File: src/sv/spr_pkg.sv
// shared types and constants for the stepper phase and ramp sequencer
package spr_pkg;

   localparam int COUNT_BITS = 24;
   localparam int REM_BITS   = COUNT_BITS - 1;
   localparam int SPEED_BITS = 32;
   localparam int CSR_BITS   = 3;

   localparam logic OP_LOAD = 1'b0;
   localparam logic OP_STEP = 1'b1;

   localparam logic [CSR_BITS-1:0] CSR_START_SPEED = 3'd0;
   localparam logic [CSR_BITS-1:0] CSR_MAX_SPEED   = 3'd1;
   localparam logic [CSR_BITS-1:0] CSR_ACCEL_STEP  = 3'd2;
   localparam logic [CSR_BITS-1:0] CSR_PHASE_ROW_0 = 3'd3;
   localparam logic [CSR_BITS-1:0] CSR_PHASE_ROW_1 = 3'd4;
   localparam logic [CSR_BITS-1:0] CSR_PHASE_ROW_2 = 3'd5;
   localparam logic [CSR_BITS-1:0] CSR_PHASE_ROW_3 = 3'd6;

   localparam logic [SPEED_BITS-1:0] START_SPEED_RESET = 32'h0001_0000;
   localparam logic [SPEED_BITS-1:0] MAX_SPEED_RESET   = 32'h0001_0000;
   localparam logic [3:0] PHASE_ROW_0_RESET = 4'd12;
   localparam logic [3:0] PHASE_ROW_1_RESET = 4'd6;
   localparam logic [3:0] PHASE_ROW_2_RESET = 4'd3;
   localparam logic [3:0] PHASE_ROW_3_RESET = 4'd9;

   typedef enum logic [1:0] {
      MODE_CRUISE = 2'd0,
      MODE_ACCEL  = 2'd1,
      MODE_DECEL  = 2'd2
   } mode_type;

   typedef struct packed {
      logic                         op;
      logic signed [COUNT_BITS-1:0] move_count;
   } req_type;

   typedef struct packed {
      logic                  stepped;
      logic                  load_taken;
      logic [3:0]            coil_pattern;
      logic [REM_BITS-1:0]   steps_left;
      logic [SPEED_BITS-1:0] speed_now;
      logic                  dir_cw;
   } rsp_type;

   typedef struct packed {
      logic [SPEED_BITS-1:0] start_speed;
      logic [SPEED_BITS-1:0] max_speed;
      logic [SPEED_BITS-1:0] accel_step;
      logic [3:0][3:0]       phase_rows;
   } cfg_type;

   typedef struct packed {
      logic [1:0]            phase_index;
      logic [REM_BITS-1:0]   remaining_steps;
      logic [COUNT_BITS-1:0] decel_point;
      mode_type              ramp_mode;
      logic [SPEED_BITS-1:0] current_speed;
      logic                  direction;
   } state_type;

endpackage

File: src/sv/spr_step_logic.sv
// next-state and result logic for one load or step word
module spr_step_logic (
   input  spr_pkg::state_type cur,
   input  spr_pkg::cfg_type   cfg,
   input  spr_pkg::req_type   req,
   output spr_pkg::state_type nxt,
   output spr_pkg::rsp_type   rsp
);

   logic                            neg;
   logic [spr_pkg::COUNT_BITS-1:0]  raw;
   logic [spr_pkg::COUNT_BITS-1:0]  mag;
   logic [spr_pkg::REM_BITS-1:0]    rem_new;
   logic [1:0]                      row;
   logic [spr_pkg::SPEED_BITS:0]    sum;
   logic [spr_pkg::SPEED_BITS-1:0]  spd;
   logic [spr_pkg::COUNT_BITS-1:0]  dp;
   spr_pkg::mode_type               mode_v;

   assign raw = req.move_count;
   assign neg = raw[spr_pkg::COUNT_BITS-1];
   assign mag = (~raw) + {{(spr_pkg::COUNT_BITS-1){1'b0}}, 1'b1};
   assign rem_new = cur.remaining_steps - {{(spr_pkg::REM_BITS-1){1'b0}}, 1'b1};
   // clockwise walks the table backward
   assign row = cur.direction ? ~cur.phase_index : cur.phase_index;
   assign sum = {1'b0, cur.current_speed} + {1'b0, cfg.accel_step};

   always_comb begin
      nxt = cur;
      rsp = '0;
      spd = cur.current_speed;
      dp = cur.decel_point;
      mode_v = cur.ramp_mode;
      if (req.op == spr_pkg::OP_LOAD) begin
         if (cur.remaining_steps == '0) begin
            if (neg) begin
               // most negative count saturates to the largest magnitude
               nxt.remaining_steps = mag[spr_pkg::COUNT_BITS-1] ? '1
                                     : mag[spr_pkg::REM_BITS-1:0];
            end else begin
               nxt.remaining_steps = raw[spr_pkg::REM_BITS-1:0];
            end
            nxt.direction = !neg && (raw != '0);
            nxt.decel_point = {2'b00, nxt.remaining_steps[spr_pkg::REM_BITS-1:1]};
            nxt.ramp_mode = spr_pkg::MODE_ACCEL;
            nxt.current_speed = cfg.start_speed;
            rsp.load_taken = 1'b1;
         end
      end else if (cur.remaining_steps != '0) begin
         rsp.stepped = 1'b1;
         rsp.coil_pattern = cfg.phase_rows[row];
         nxt.phase_index = cur.phase_index + 2'd1;
         nxt.remaining_steps = rem_new;
         if (cfg.accel_step != '0) begin
            unique case (cur.ramp_mode)
               spr_pkg::MODE_ACCEL: begin
                  spd = (sum >= {1'b0, cfg.max_speed}) ? cfg.max_speed
                        : sum[spr_pkg::SPEED_BITS-1:0];
               end
               spr_pkg::MODE_DECEL: begin
                  spd = (cur.current_speed > cfg.accel_step)
                        ? cur.current_speed - cfg.accel_step : '0;
               end
               default: begin
                  spd = cur.current_speed;
               end
            endcase
            // reaching the limit moves the ramp-down point by what acceleration used
            if (cur.ramp_mode != spr_pkg::MODE_CRUISE && spd >= cfg.max_speed) begin
               mode_v = spr_pkg::MODE_CRUISE;
               dp = (cur.decel_point << 1) - {1'b0, rem_new}
                    + spr_pkg::COUNT_BITS'(2);
            end
            if ({1'b0, rem_new} == dp) begin
               mode_v = spr_pkg::MODE_DECEL;
            end
            nxt.current_speed = spd;
            nxt.decel_point = dp;
            nxt.ramp_mode = mode_v;
         end
      end
      rsp.steps_left = nxt.remaining_steps;
      rsp.speed_now = nxt.current_speed;
      rsp.dir_cw = nxt.direction;
   end

endmodule

File: src/sv/stepper_phase_and_ramp_sequencer.sv
// top level of the four-phase stepper sequencer with trapezoidal ramp
//
// req channel: one word per load (op 0, signed move_count) or step (op 1).
// a load is taken only while no steps remain; otherwise it is dropped and
// its result shows load_taken 0. every step word gives one coil pattern,
// or zero coils with stepped 0 when the move has finished.
// rsp channel: exactly one result word per request word, in order.
// latency: the result is valid in the cycle after the request is accepted.
// throughput: one word per cycle while req_stall is low; the whole
// update (phase, count, ramp add and compare) is combinational logic
// from the state registers into the result register.
// when the receiver stalls, the result register holds and req_stall rises
// only while that held word is not taken, so the input sees the stall in
// the same cycle it is released.
// csr port: write-only, taken in any cycle with csr_we high; write only
// while no word is in flight.
// reset (synchronous): empties the result register, sets the registers to
// their documented defaults and the sequencer to an idle clockwise state.
module stepper_phase_and_ramp_sequencer (
   input  logic                            clock,
   input  logic                            reset,
   input  logic                            req_valid,
   output logic                            req_stall,
   input  spr_pkg::req_type                req_data,
   output logic                            rsp_valid,
   input  logic                            rsp_stall,
   output spr_pkg::rsp_type                rsp_data,
   input  logic                            csr_we,
   input  logic [spr_pkg::CSR_BITS-1:0]    csr_index,
   input  logic [spr_pkg::SPEED_BITS-1:0]  csr_wdata
);

   spr_pkg::state_type state_ff, state_in;
   spr_pkg::cfg_type   cfg_ff, cfg_in;
   spr_pkg::rsp_type   rsp_ff, rsp_in;
   logic               rsp_valid_ff, rsp_valid_in;
   logic               accept;

   assign req_stall = rsp_valid_ff && rsp_stall;
   assign accept = req_valid && !req_stall;
   assign rsp_valid = rsp_valid_ff;
   assign rsp_data = rsp_ff;

   spr_step_logic u_step (
      .cur (state_ff),
      .cfg (cfg_ff),
      .req (req_data),
      .nxt (state_in),
      .rsp (rsp_in)
   );

   always_comb begin
      cfg_in = cfg_ff;
      if (csr_we) begin
         unique case (csr_index)
            spr_pkg::CSR_START_SPEED: cfg_in.start_speed = csr_wdata;
            spr_pkg::CSR_MAX_SPEED:   cfg_in.max_speed = csr_wdata;
            spr_pkg::CSR_ACCEL_STEP:  cfg_in.accel_step = csr_wdata;
            spr_pkg::CSR_PHASE_ROW_0: cfg_in.phase_rows[0] = csr_wdata[3:0];
            spr_pkg::CSR_PHASE_ROW_1: cfg_in.phase_rows[1] = csr_wdata[3:0];
            spr_pkg::CSR_PHASE_ROW_2: cfg_in.phase_rows[2] = csr_wdata[3:0];
            spr_pkg::CSR_PHASE_ROW_3: cfg_in.phase_rows[3] = csr_wdata[3:0];
            default: cfg_in = cfg_ff;
         endcase
      end
   end

   always_comb begin
      rsp_valid_in = rsp_valid_ff;
      if (accept) begin
         rsp_valid_in = 1'b1;
      end else if (!rsp_stall) begin
         rsp_valid_in = 1'b0;
      end
   end

   always_ff @(posedge clock) begin
      if (reset) begin
         rsp_valid_ff <= 1'b0;
         state_ff <= '{phase_index: '0, remaining_steps: '0, decel_point: '0,
                       ramp_mode: spr_pkg::MODE_CRUISE, current_speed: '0,
                       direction: 1'b1};
         cfg_ff.start_speed <= spr_pkg::START_SPEED_RESET;
         cfg_ff.max_speed <= spr_pkg::MAX_SPEED_RESET;
         cfg_ff.accel_step <= '0;
         cfg_ff.phase_rows[0] <= spr_pkg::PHASE_ROW_0_RESET;
         cfg_ff.phase_rows[1] <= spr_pkg::PHASE_ROW_1_RESET;
         cfg_ff.phase_rows[2] <= spr_pkg::PHASE_ROW_2_RESET;
         cfg_ff.phase_rows[3] <= spr_pkg::PHASE_ROW_3_RESET;
      end else begin
         rsp_valid_ff <= rsp_valid_in;
         cfg_ff <= cfg_in;
         if (accept) begin
            state_ff <= state_in;
         end
      end
   end

   always_ff @(posedge clock) begin
      if (accept) begin
         rsp_ff <= rsp_in;
      end
   end

endmodule

File: config.mk
export PLATFORM = sky130hd
export DESIGN_NAME = stepper_phase_and_ramp_sequencer
export DESIGN_NICKNAME = d
export VERILOG_FILES = /design/src/sv/spr_pkg.sv /design/src/sv/spr_step_logic.sv /design/src/sv/stepper_phase_and_ramp_sequencer.sv
export SDC_FILE = /design/constraint.sdc
export NUM_CORES = 1
export LEC_CHECK = 0
export BUFFER_PORTS_ARGS = -buffer_cell sky130_fd_sc_hd__buf_2
export CAP_MARGIN = 20
export CORE_MARGIN = 2
export CORE_UTILIZATION = 30
export CTS_BUF_LIST = sky130_fd_sc_hd__clkbuf_8
export DETAILED_ROUTE_END_ITERATION = 10
export GPL_TIMING_DRIVEN = 0
export PLACE_DENSITY = 0.56
export SYNTH_ARGS = -nofsm -noshare
export SYNTH_HDL_FRONTEND = slang
export SYNTH_SLANG_ARGS = --single-unit
File: constraint.sdc
create_clock -name clock -period 9.25 [get_ports clock]
set_input_delay 0.925 -clock clock [delete_from_list [all_inputs] [get_ports clock]]
set_output_delay 0.925 -clock clock [all_outputs]
set_load 0.02 [all_outputs]
==> results of run 1 <==
## where the power goes
part | internal (mW) | switching [mW] | total (mW)
Clock | 0.797 | 0.580 | 1.38
Sequential | 1.22 | 0.0440 | 1.26
Combinational | 0.446 | 0.799 | 1.24
Total | 2.46 | 1.42 | 3.89
## per-layer routing
layer / vias to the layer above / routed length [µm] / GRT usage (%)
li1: 9446 / - / -
met1: 9590 / 36570 / 32.84
met2: 933 / 33260 / 34.37
met3: 181 / 7552 / 5.722
met4: 2 / 3792 / 9.746
met5: - / 11 / 0
## stage by stage
step	power [mW]	instance area, µm²	setup slack [ns]	setup TNS, ns	std cells
finish	3.886	22850	0.2271	0	3619
floorplan	2.058	19470	1.187	0	2517
global route	4.056	22850	-0.08868	-0.1477	3619
CTS	3.836	22580	0.004294	0	3604
detailed placement	2.423	21200	-2.142	-36.65	3499
global placement	2.429	21170	-2.213	-39.53	3498
## worst paths after layout
check | to | depth (start not counted) | from | slack (ns)
min | cfg_ff[65] | 2 | cfg_ff[65] | 0.45
min reg2reg | cfg_ff[65] | 2 | cfg_ff[65] | 0.45
max | state_ff[33] | 43 | state_ff[1] | 0.23
max reg2reg | state_ff[33] | 43 | state_ff[1] | 0.23
## layout make-up
type                    instances  area [µm²]  area share [%]
diodes                          1       2.502         0.01095
plain buffers                 139       579.3           2.535
clock buffers                  54       743.2           3.253
clock inverters                36       417.9           1.829
inverters                     139       521.8           2.283
multi-input cells            1978       12820           56.09
flip-flops and latches        259        5808           25.42
well taps                     855        1070           4.682
repair buffers                158       890.9           3.899
## logic make-up after synthesis
group,after synthesis,synth area share (%)
compound gates,752,24.51
xor+xnor,140,6.440
fa+ha+maj,180,11.68
buf+inv,280,5.501
flops,259,29.82
mux,36,2.134
simple gates,870,19.92
## worst register-to-register path, delay by kind of cell, from the launching register on
family,cells,cell delay (ns)
XOR/XNOR,1,0.40
AO/OA/AOI/OAI,19,3.41
adder cells (fa/ha/maj),4,1.21
buffers and inverters,8,1.37
flip-flops,1,0.35
AND/OR/NAND/NOR,11,2.15
## cell usage after synthesis, types with 5 or more instances
cell,instances
sky130_fd_sc_hd__nand3_1,36
sky130_fd_sc_hd__o31ai_1,14
sky130_fd_sc_hd__nor2b_1,11
sky130_fd_sc_hd__edfxtp_1,62
sky130_fd_sc_hd__o21ai_0,108
sky130_fd_sc_hd__a31oi_1,20
sky130_fd_sc_hd__nand2_1,364
sky130_fd_sc_hd__nor2_1,237
sky130_fd_sc_hd__a21oi_1,316
sky130_fd_sc_hd__ha_1,177
sky130_fd_sc_hd__buf_1,7
sky130_fd_sc_hd__o211a_1,9
sky130_fd_sc_hd__dfxtp_1,197
sky130_fd_sc_hd__xor2_1,52
sky130_fd_sc_hd__a2111oi_0,6
sky130_fd_sc_hd__xnor2_1,86
sky130_fd_sc_hd__o311ai_0,6
sky130_fd_sc_hd__o31a_1,8
sky130_fd_sc_hd__o2111ai_1,6
sky130_fd_sc_hd__nand2b_1,16
sky130_fd_sc_hd__a211o_1,19
sky130_fd_sc_hd__a211oi_1,31
sky130_fd_sc_hd__or2_2,10
sky130_fd_sc_hd__or4_1,11
sky130_fd_sc_hd__inv_1,136
sky130_fd_sc_hd__and2_1,13
sky130_fd_sc_hd__o221ai_1,14
sky130_fd_sc_hd__o22ai_1,20
sky130_fd_sc_hd__o32a_1,10
sky130_fd_sc_hd__a22oi_1,17
sky130_fd_sc_hd__or3_1,10
sky130_fd_sc_hd__clkbuf_1,123
sky130_fd_sc_hd__o21a_1,18
sky130_fd_sc_hd__mux2i_1,28
sky130_fd_sc_hd__and3_1,19
sky130_fd_sc_hd__nand4_1,34
sky130_fd_sc_hd__nor3_1,58
sky130_fd_sc_hd__a311oi_1,9
sky130_fd_sc_hd__o21bai_1,23
sky130_fd_sc_hd__o311a_1,5
sky130_fd_sc_hd__nor4_1,36
sky130_fd_sc_hd__o211ai_1,12
sky130_fd_sc_hd__a21boi_0,7
sky130_fd_sc_hd__buf_2,10
sky130_fd_sc_hd__a21o_1,38
## registers in the layout (all words and copies together), names as in the netlist
register   count
cfg_ff       112
state_ff      84
rsp_data      62
rsp_valid      1
## timing repair
item	CTS	global route
buffers inserted	17	14
gates cloned	0	0
resized for setup	31	41
endpoints found under the setup margin	26	26
pin swaps	11	22
==> reports/results.txt, run 1 <==
hold_buf cts = 0
Main synth FF type = sky130_fd_sc_hd__dfxtp_1
largest fanout of any net on the critical path = 10
maximum count of clock buffers along a single path = 3
worst supply voltage drop on vdd = 0.09250 mV
fraction of the yosys area taken by sequential cells = 29.82%
Post-Route WL = 81.20 mm
number of iterations in the first detailed-routing pass = 6
Achievable Freq = 110.8 MHz
number of nets with antenna violations after routing = 0
antenna violations before repair = 2
share of flip-flops with an asynchronous set or reset after synthesis = 0%
number of buffers added by the clock tree synthesis step = 48
Critical Path AT = 9.52 ns
result of the run = complete, no violations
top cells by area, synth = sky130_fd_sc_hd__dfxtp_1 20%, sky130_fd_sc_hd__ha_1 11%, sky130_fd_sc_hd__edfxtp_1 9.6%
die extent in y = 258.7 µm
layout overhead on the synthesized area = 17.36%
worst hold margin = 0.4535 ns
biggest area consumer among synthesized cells = sky130_fd_sc_hd__dfxtp_1
DR vias = 20152
crit share post-route = 97.55%
Top delay family on crit path = compound AO/OA/AOI/OAI gates
combined buffer and inverter count along the critical path = 8
static leakage power = 9.272 nW
global-route wire length before repair = 119.4 mm
insertion delay of the later-clocked pin in the worst-skew pair = 0.67 ns
CP startpoint kind = register
dpl hpwl = 63.20 mm
final number of max-transition violations = 0
number of enable-type register cells in the synthesized netlist = 62
max incr delay on CP = 0.41 ns
number of synthesized register bits = 259
die footprint = 66950 µm²
final weighted congestion in routability-driven placement = 1.002
vias per std cell = 5.568
Post-Syn Area = 19470 µm²
final-report hold violation count = 0
cell mode on critical path = sky130_fd_sc_hd__buf_4
number of port buffers = 126
Warnings, synthesis = 0
minimum clock period = 9.023 ns
synthesized net count = 2762
Worst Clk Skew = 0.02161 ns
via count of the first global-routing pass = 18748
post-synthesis average cell area = 7.735 µm²
most frequent cells in the layout = 364 x sky130_fd_sc_hd__nand2_1, 311 x sky130_fd_sc_hd__a21oi_1, 232 x sky130_fd_sc_hd__nor2_1
io pins = 129
Die W = 258.7 µm
fraction of final layout cells with drive strength greater than 1 = 11.73%
final net count = 2968
cells after synthesis = 2517
grt total ovfl = 0
TritonCTS clock tree = built
critical path endpoint category = register
core area = 64350 µm²
CTS Root Buffer Type = sky130_fd_sc_hd__clkbuf_8
Worst Setup Path Type = register to register
number of fillers in the final layout = 6912
post-detailed-route DRC marker count = 0
worst min-delay path category = register to register
transition time at the pin with the least slew margin = 1.160 ns
synth unique cells = 79
DRT iter0 DRCs = 2411
reported max-cap violation count = 0
Max-slew headroom = 22.68%
Total GRT Usage = 23.51%
effective utilization at floorplan = 30.26%
most common library cell in the layout ignoring fill and taps = sky130_fd_sc_hd__nand2_1
Critical Path Slowest Stage Cell = sky130_fd_sc_hd__a2111oi_4
Power per Cell Area = 170.1 nW/µm²
CP Data Required Time = 9.75 ns
clk sinks = 259
depth of the CTS H-tree = 2
endpoints failing setup = 0
largest net degree at the start of global routing = 54
# rows = 93
end-of-flow core utilization = 35.51%
clock transition time at the flip-flop clock pins of the worst setup and hold paths = 0.07 ns
drt wl/cell = 22.44 µm
area fraction of the dominant cell type after synthesis = 20.26%
No activity file was read; power rests on OpenSTA's default activity.
==> inputs of run 2 (changes only) <==
- CTS_BUF_LIST: sky130_fd_sc_hd__clkbuf_8 -> sky130_fd_sc_hd__clkbuf_4 sky130_fd_sc_hd__clkbuf_8 sky130_fd_sc_hd__clkbuf_16
- MAX_ROUTING_LAYER: unset -> met4
- PLACE_DENSITY: 0.56 -> 0.58
- clock period: 9.25 -> 8.1 ns (I/O delays scaled with it)
==> run 2 against run 1 <==
- global-route usage is 0.92 points higher
- sequential cell count stayed put
- utilization is 1.2 points higher
- first-iteration DRC count is 2.8% higher
- non-clock buffer count is 40 higher
- the flow now finishes with violations (negative setup slack)
- sequential power is 14% higher
- register-to-register slack worse by 0.50 ns
==> reports/results.txt, run 2 (synthesis results as in run 1) <==
dpl hpwl = 63.35 mm (was 63.20 mm)
die footprint = 66950 µm² (unchanged)
endpoints failing setup = 2 (was 0)
worst supply voltage drop on vdd = 0.1828 mV (was 0.09250 mV)
combined buffer and inverter count along the critical path = 6 (was 8)
storage element area = 5824 µm² (was 5808 µm²)
CTS Root Buffer Type = sky130_fd_sc_hd__clkbuf_16 (was sky130_fd_sc_hd__clkbuf_8)
clock transition time at the flip-flop clock pins of the worst setup and hold paths = 0.06 ns (was 0.07 ns)
transition time at the pin with the least slew margin = 1.181 ns (was 1.160 ns)
relative contribution of sequential cells to total power = 32.5% (about the same)
minimum clock period = 8.377 ns (was 9.023 ns)
end-of-flow core utilization = 36.66% (was 35.51%)
depth of the CTS H-tree = 1 (was 2)
Worst Setup Path Type = register to register (unchanged)
Achievable Freq = 119.4 MHz (was 110.8 MHz)
number of fillers in the final layout = 6717 (was 6912)
drt wl/cell = 22.66 µm (was 22.44 µm)
effective utilization at floorplan = 30.26% (unchanged)
final weighted congestion in routability-driven placement = 1.015 (was 1.002)
violations in the final reports = negative setup slack
Worst Min Path Start = req_valid (was cfg_ff[65])
crit share post-route = 103.4% (was 97.55%)
Total GRT Usage = 24.43% (was 23.51%)
number of buffers added by the clock tree synthesis step = 30 (was 48)
maximum count of clock buffers along a single path = 3 (unchanged)
die extent in y = 258.7 µm (unchanged)
result of the run = finished with violations (was complete, no violations)
DR vias = 20329 (was 20152)
io pins = 129 (unchanged)
largest net degree at the start of global routing = 53 (was 54)
final-report hold violation count = 0 (unchanged)
total design power = 4.441 mW (was 3.886 mW)
most common library cell in the layout ignoring fill and taps = sky130_fd_sc_hd__nand2_1 (unchanged)
Worst Clk Skew = 0.01726 ns (was 0.02161 ns)
fraction of final layout cells with drive strength greater than 1 = 14.92% (was 11.73%)
area occupied by multi-input gates = 13220 µm² (was 12820 µm²)
# rows = 93 (unchanged)
Critical R2R Launch = state_ff[19] (was state_ff[1])
power dissipated by switching net loads = 1.639 mW (was 1.423 mW)
setup repair after global routing missed its margin = true
Top delay family on crit path = compound AO/OA/AOI/OAI gates (unchanged)
reg-to-reg setup timing slack = -0.28 ns (was 0.23 ns)
number of iterations in the first detailed-routing pass = 6 (unchanged)
CP Data Required Time = 8.55 ns (was 9.75 ns)
hold path endpoint = rsp_valid (was cfg_ff[65])
global-route wire length before repair = 120.5 mm (was 119.4 mm)
post-detailed-route DRC marker count = 0 (unchanged)
share of total power in the clock network = 34.2% (was 35.4%)
final number of max-transition violations = 0 (unchanged)
terminus of the critical flop-to-flop path = state_ff[33] (unchanged)
vias per std cell = 5.608 (was 5.568)
setup total negative slack = -0.5164 ns (was 0 ns)
number of stages on the worst hold path = 2 (unchanged)
CP startpoint kind = register (unchanged)
Power per Cell Area = 188.3 nW/µm² (was 170.1 nW/µm²)
Die W = 258.7 µm (unchanged)
reported max-cap violation count = 0 (unchanged)
Max-slew headroom = 21.27% (was 22.68%)
Critical Path Slowest Stage Cell = sky130_fd_sc_hd__dfxtp_1 (was sky130_fd_sc_hd__a2111oi_4)
worst-case reg-to-reg path depth = 40 (was 43)
total internal power = 2.802 mW (was 2.462 mW)
via count of the first global-routing pass = 18651 (was 18748)
Switching Share = 36.90% (was 36.63%)
critical path endpoint category = register (unchanged)
Post-Place Cell Area = 21200 µm² (unchanged)
worst setup margin = -0.2767 ns (was 0.2271 ns)
core area = 64350 µm² (unchanged)
post-route cell area = 23590 µm² (was 22850 µm²)
most frequent cells in the layout = 361 x sky130_fd_sc_hd__nand2_1, 304 x sky130_fd_sc_hd__a21oi_1, 231 x sky130_fd_sc_hd__nor2_1 (was 364 x sky130_fd_sc_hd__nand2_1, 311 x sky130_fd_sc_hd__a21oi_1, 232 x sky130_fd_sc_hd__nor2_1)
static leakage power = 9.581 nW (was 9.272 nW)
insertion delay of the later-clocked pin in the worst-skew pair = 0.61 ns (was 0.67 ns)
largest fanout of any net on the critical path = 6 (was 10)
max FFs per register = 112 (unchanged)
grt total ovfl = 0 (unchanged)
TritonCTS clock tree = built (unchanged)
DRT iter0 DRCs = 2479 (was 2411)
layout overhead on the synthesized area = 21.18% (was 17.36%)
final net count = 2990 (was 2968)
number of nets with antenna violations after routing = 0 (unchanged)
cell mode on critical path = sky130_fd_sc_hd__a21oi_1 (was sky130_fd_sc_hd__buf_4)
number of port buffers = 126 (unchanged)
register containing the most flip-flops in the final layout = cfg_ff (unchanged)
Critical Path AT = 8.82 ns (was 9.52 ns)
share of power burned in combinational logic = 33.4% (was 32.0%)
clk sinks = 259 (unchanged)
antenna violations before repair = 2 (unchanged)
Post-Route WL = 82.14 mm (was 81.20 mm)
max incr delay on CP = 0.58 ns (was 0.41 ns)
worst min-delay path category = input port to register (was register to register)
## run 2: cell count changes in the layout (fill, tap and decap cells not counted), sizes merged
cell,change
clkinvlp,-3
inv,-8
clkinv,-3
clkbuf,-20
bufinv,-6
buf,+46
## run 2: worst max path at each step
stage / startpoint / to / slack, ns / depth (start not counted)
finish: state_ff[19] / state_ff[33] / -0.28 / 40
global route: state_ff[19] / state_ff[33] / -0.49 / 42
CTS: state_ff[1] / state_ff[33] / -0.11 / 44
global placement: cfg_ff[16] / state_ff[33] / -3.28 / 41
floorplan: state_ff[2] / state_ff[34] / 0.04 / 40
detailed placement: cfg_ff[16] / state_ff[33] / -3.26 / 41
## run 2: power by group through the flow
stage	clock, mW	sequential [mW]	combinational, mW
floorplan	0	1.49	0.860
global placement	0	1.47	1.31
detailed placement	0	1.47	1.31
CTS	1.54	1.44	1.41
global route	1.58	1.45	1.59
finish	1.52	1.44	1.48
## run 2: layout make-up
class | count | share of cell area, %
Timing Repair Buffer | 206 | 5.484
Inverter | 139 | 2.212
Buffer | 131 | 2.471
Antenna cell | 1 | 0.01061
Clock buffer | 40 | 3.776
Sequential cell | 259 | 24.69
Multi-Input combinational cell | 1978 | 56.02
Clock inverter | 16 | 0.8061
Tap cell | 855 | 4.535
## run 2: layer usage
layer  up-vias  global-route usage [%]  share of wire (%)
li1       9501                       -                  -
met3       180                   5.477                 10
met2      1026                   34.37                 41
met4         0                   9.827                4.6
met1      9622                   33.55                 44
met5         -                       -                  0
## run 2: per-stage QoR
step                cells  hold WS (ns)  setup WS, ns
floorplan            2517        0.4354       0.03747
global placement     3498        0.4409        -3.282
detailed placement   3499        0.4472        -3.260
CTS                  3616        0.4131       -0.1060
global route         3625        0.4318       -0.4887
finish               3625        0.4298       -0.2767
## run 2: repair_timing
action | in CTS | in global routing
buffers inserted | 68 | 11
pin swaps | 65 | 34
hold buffers | 0 | 0
gates cloned | 0 | 0
setup endpoints to repair | 26 | 26
resized for setup | 120 | 50
hold endpoints to repair | 0 | 0
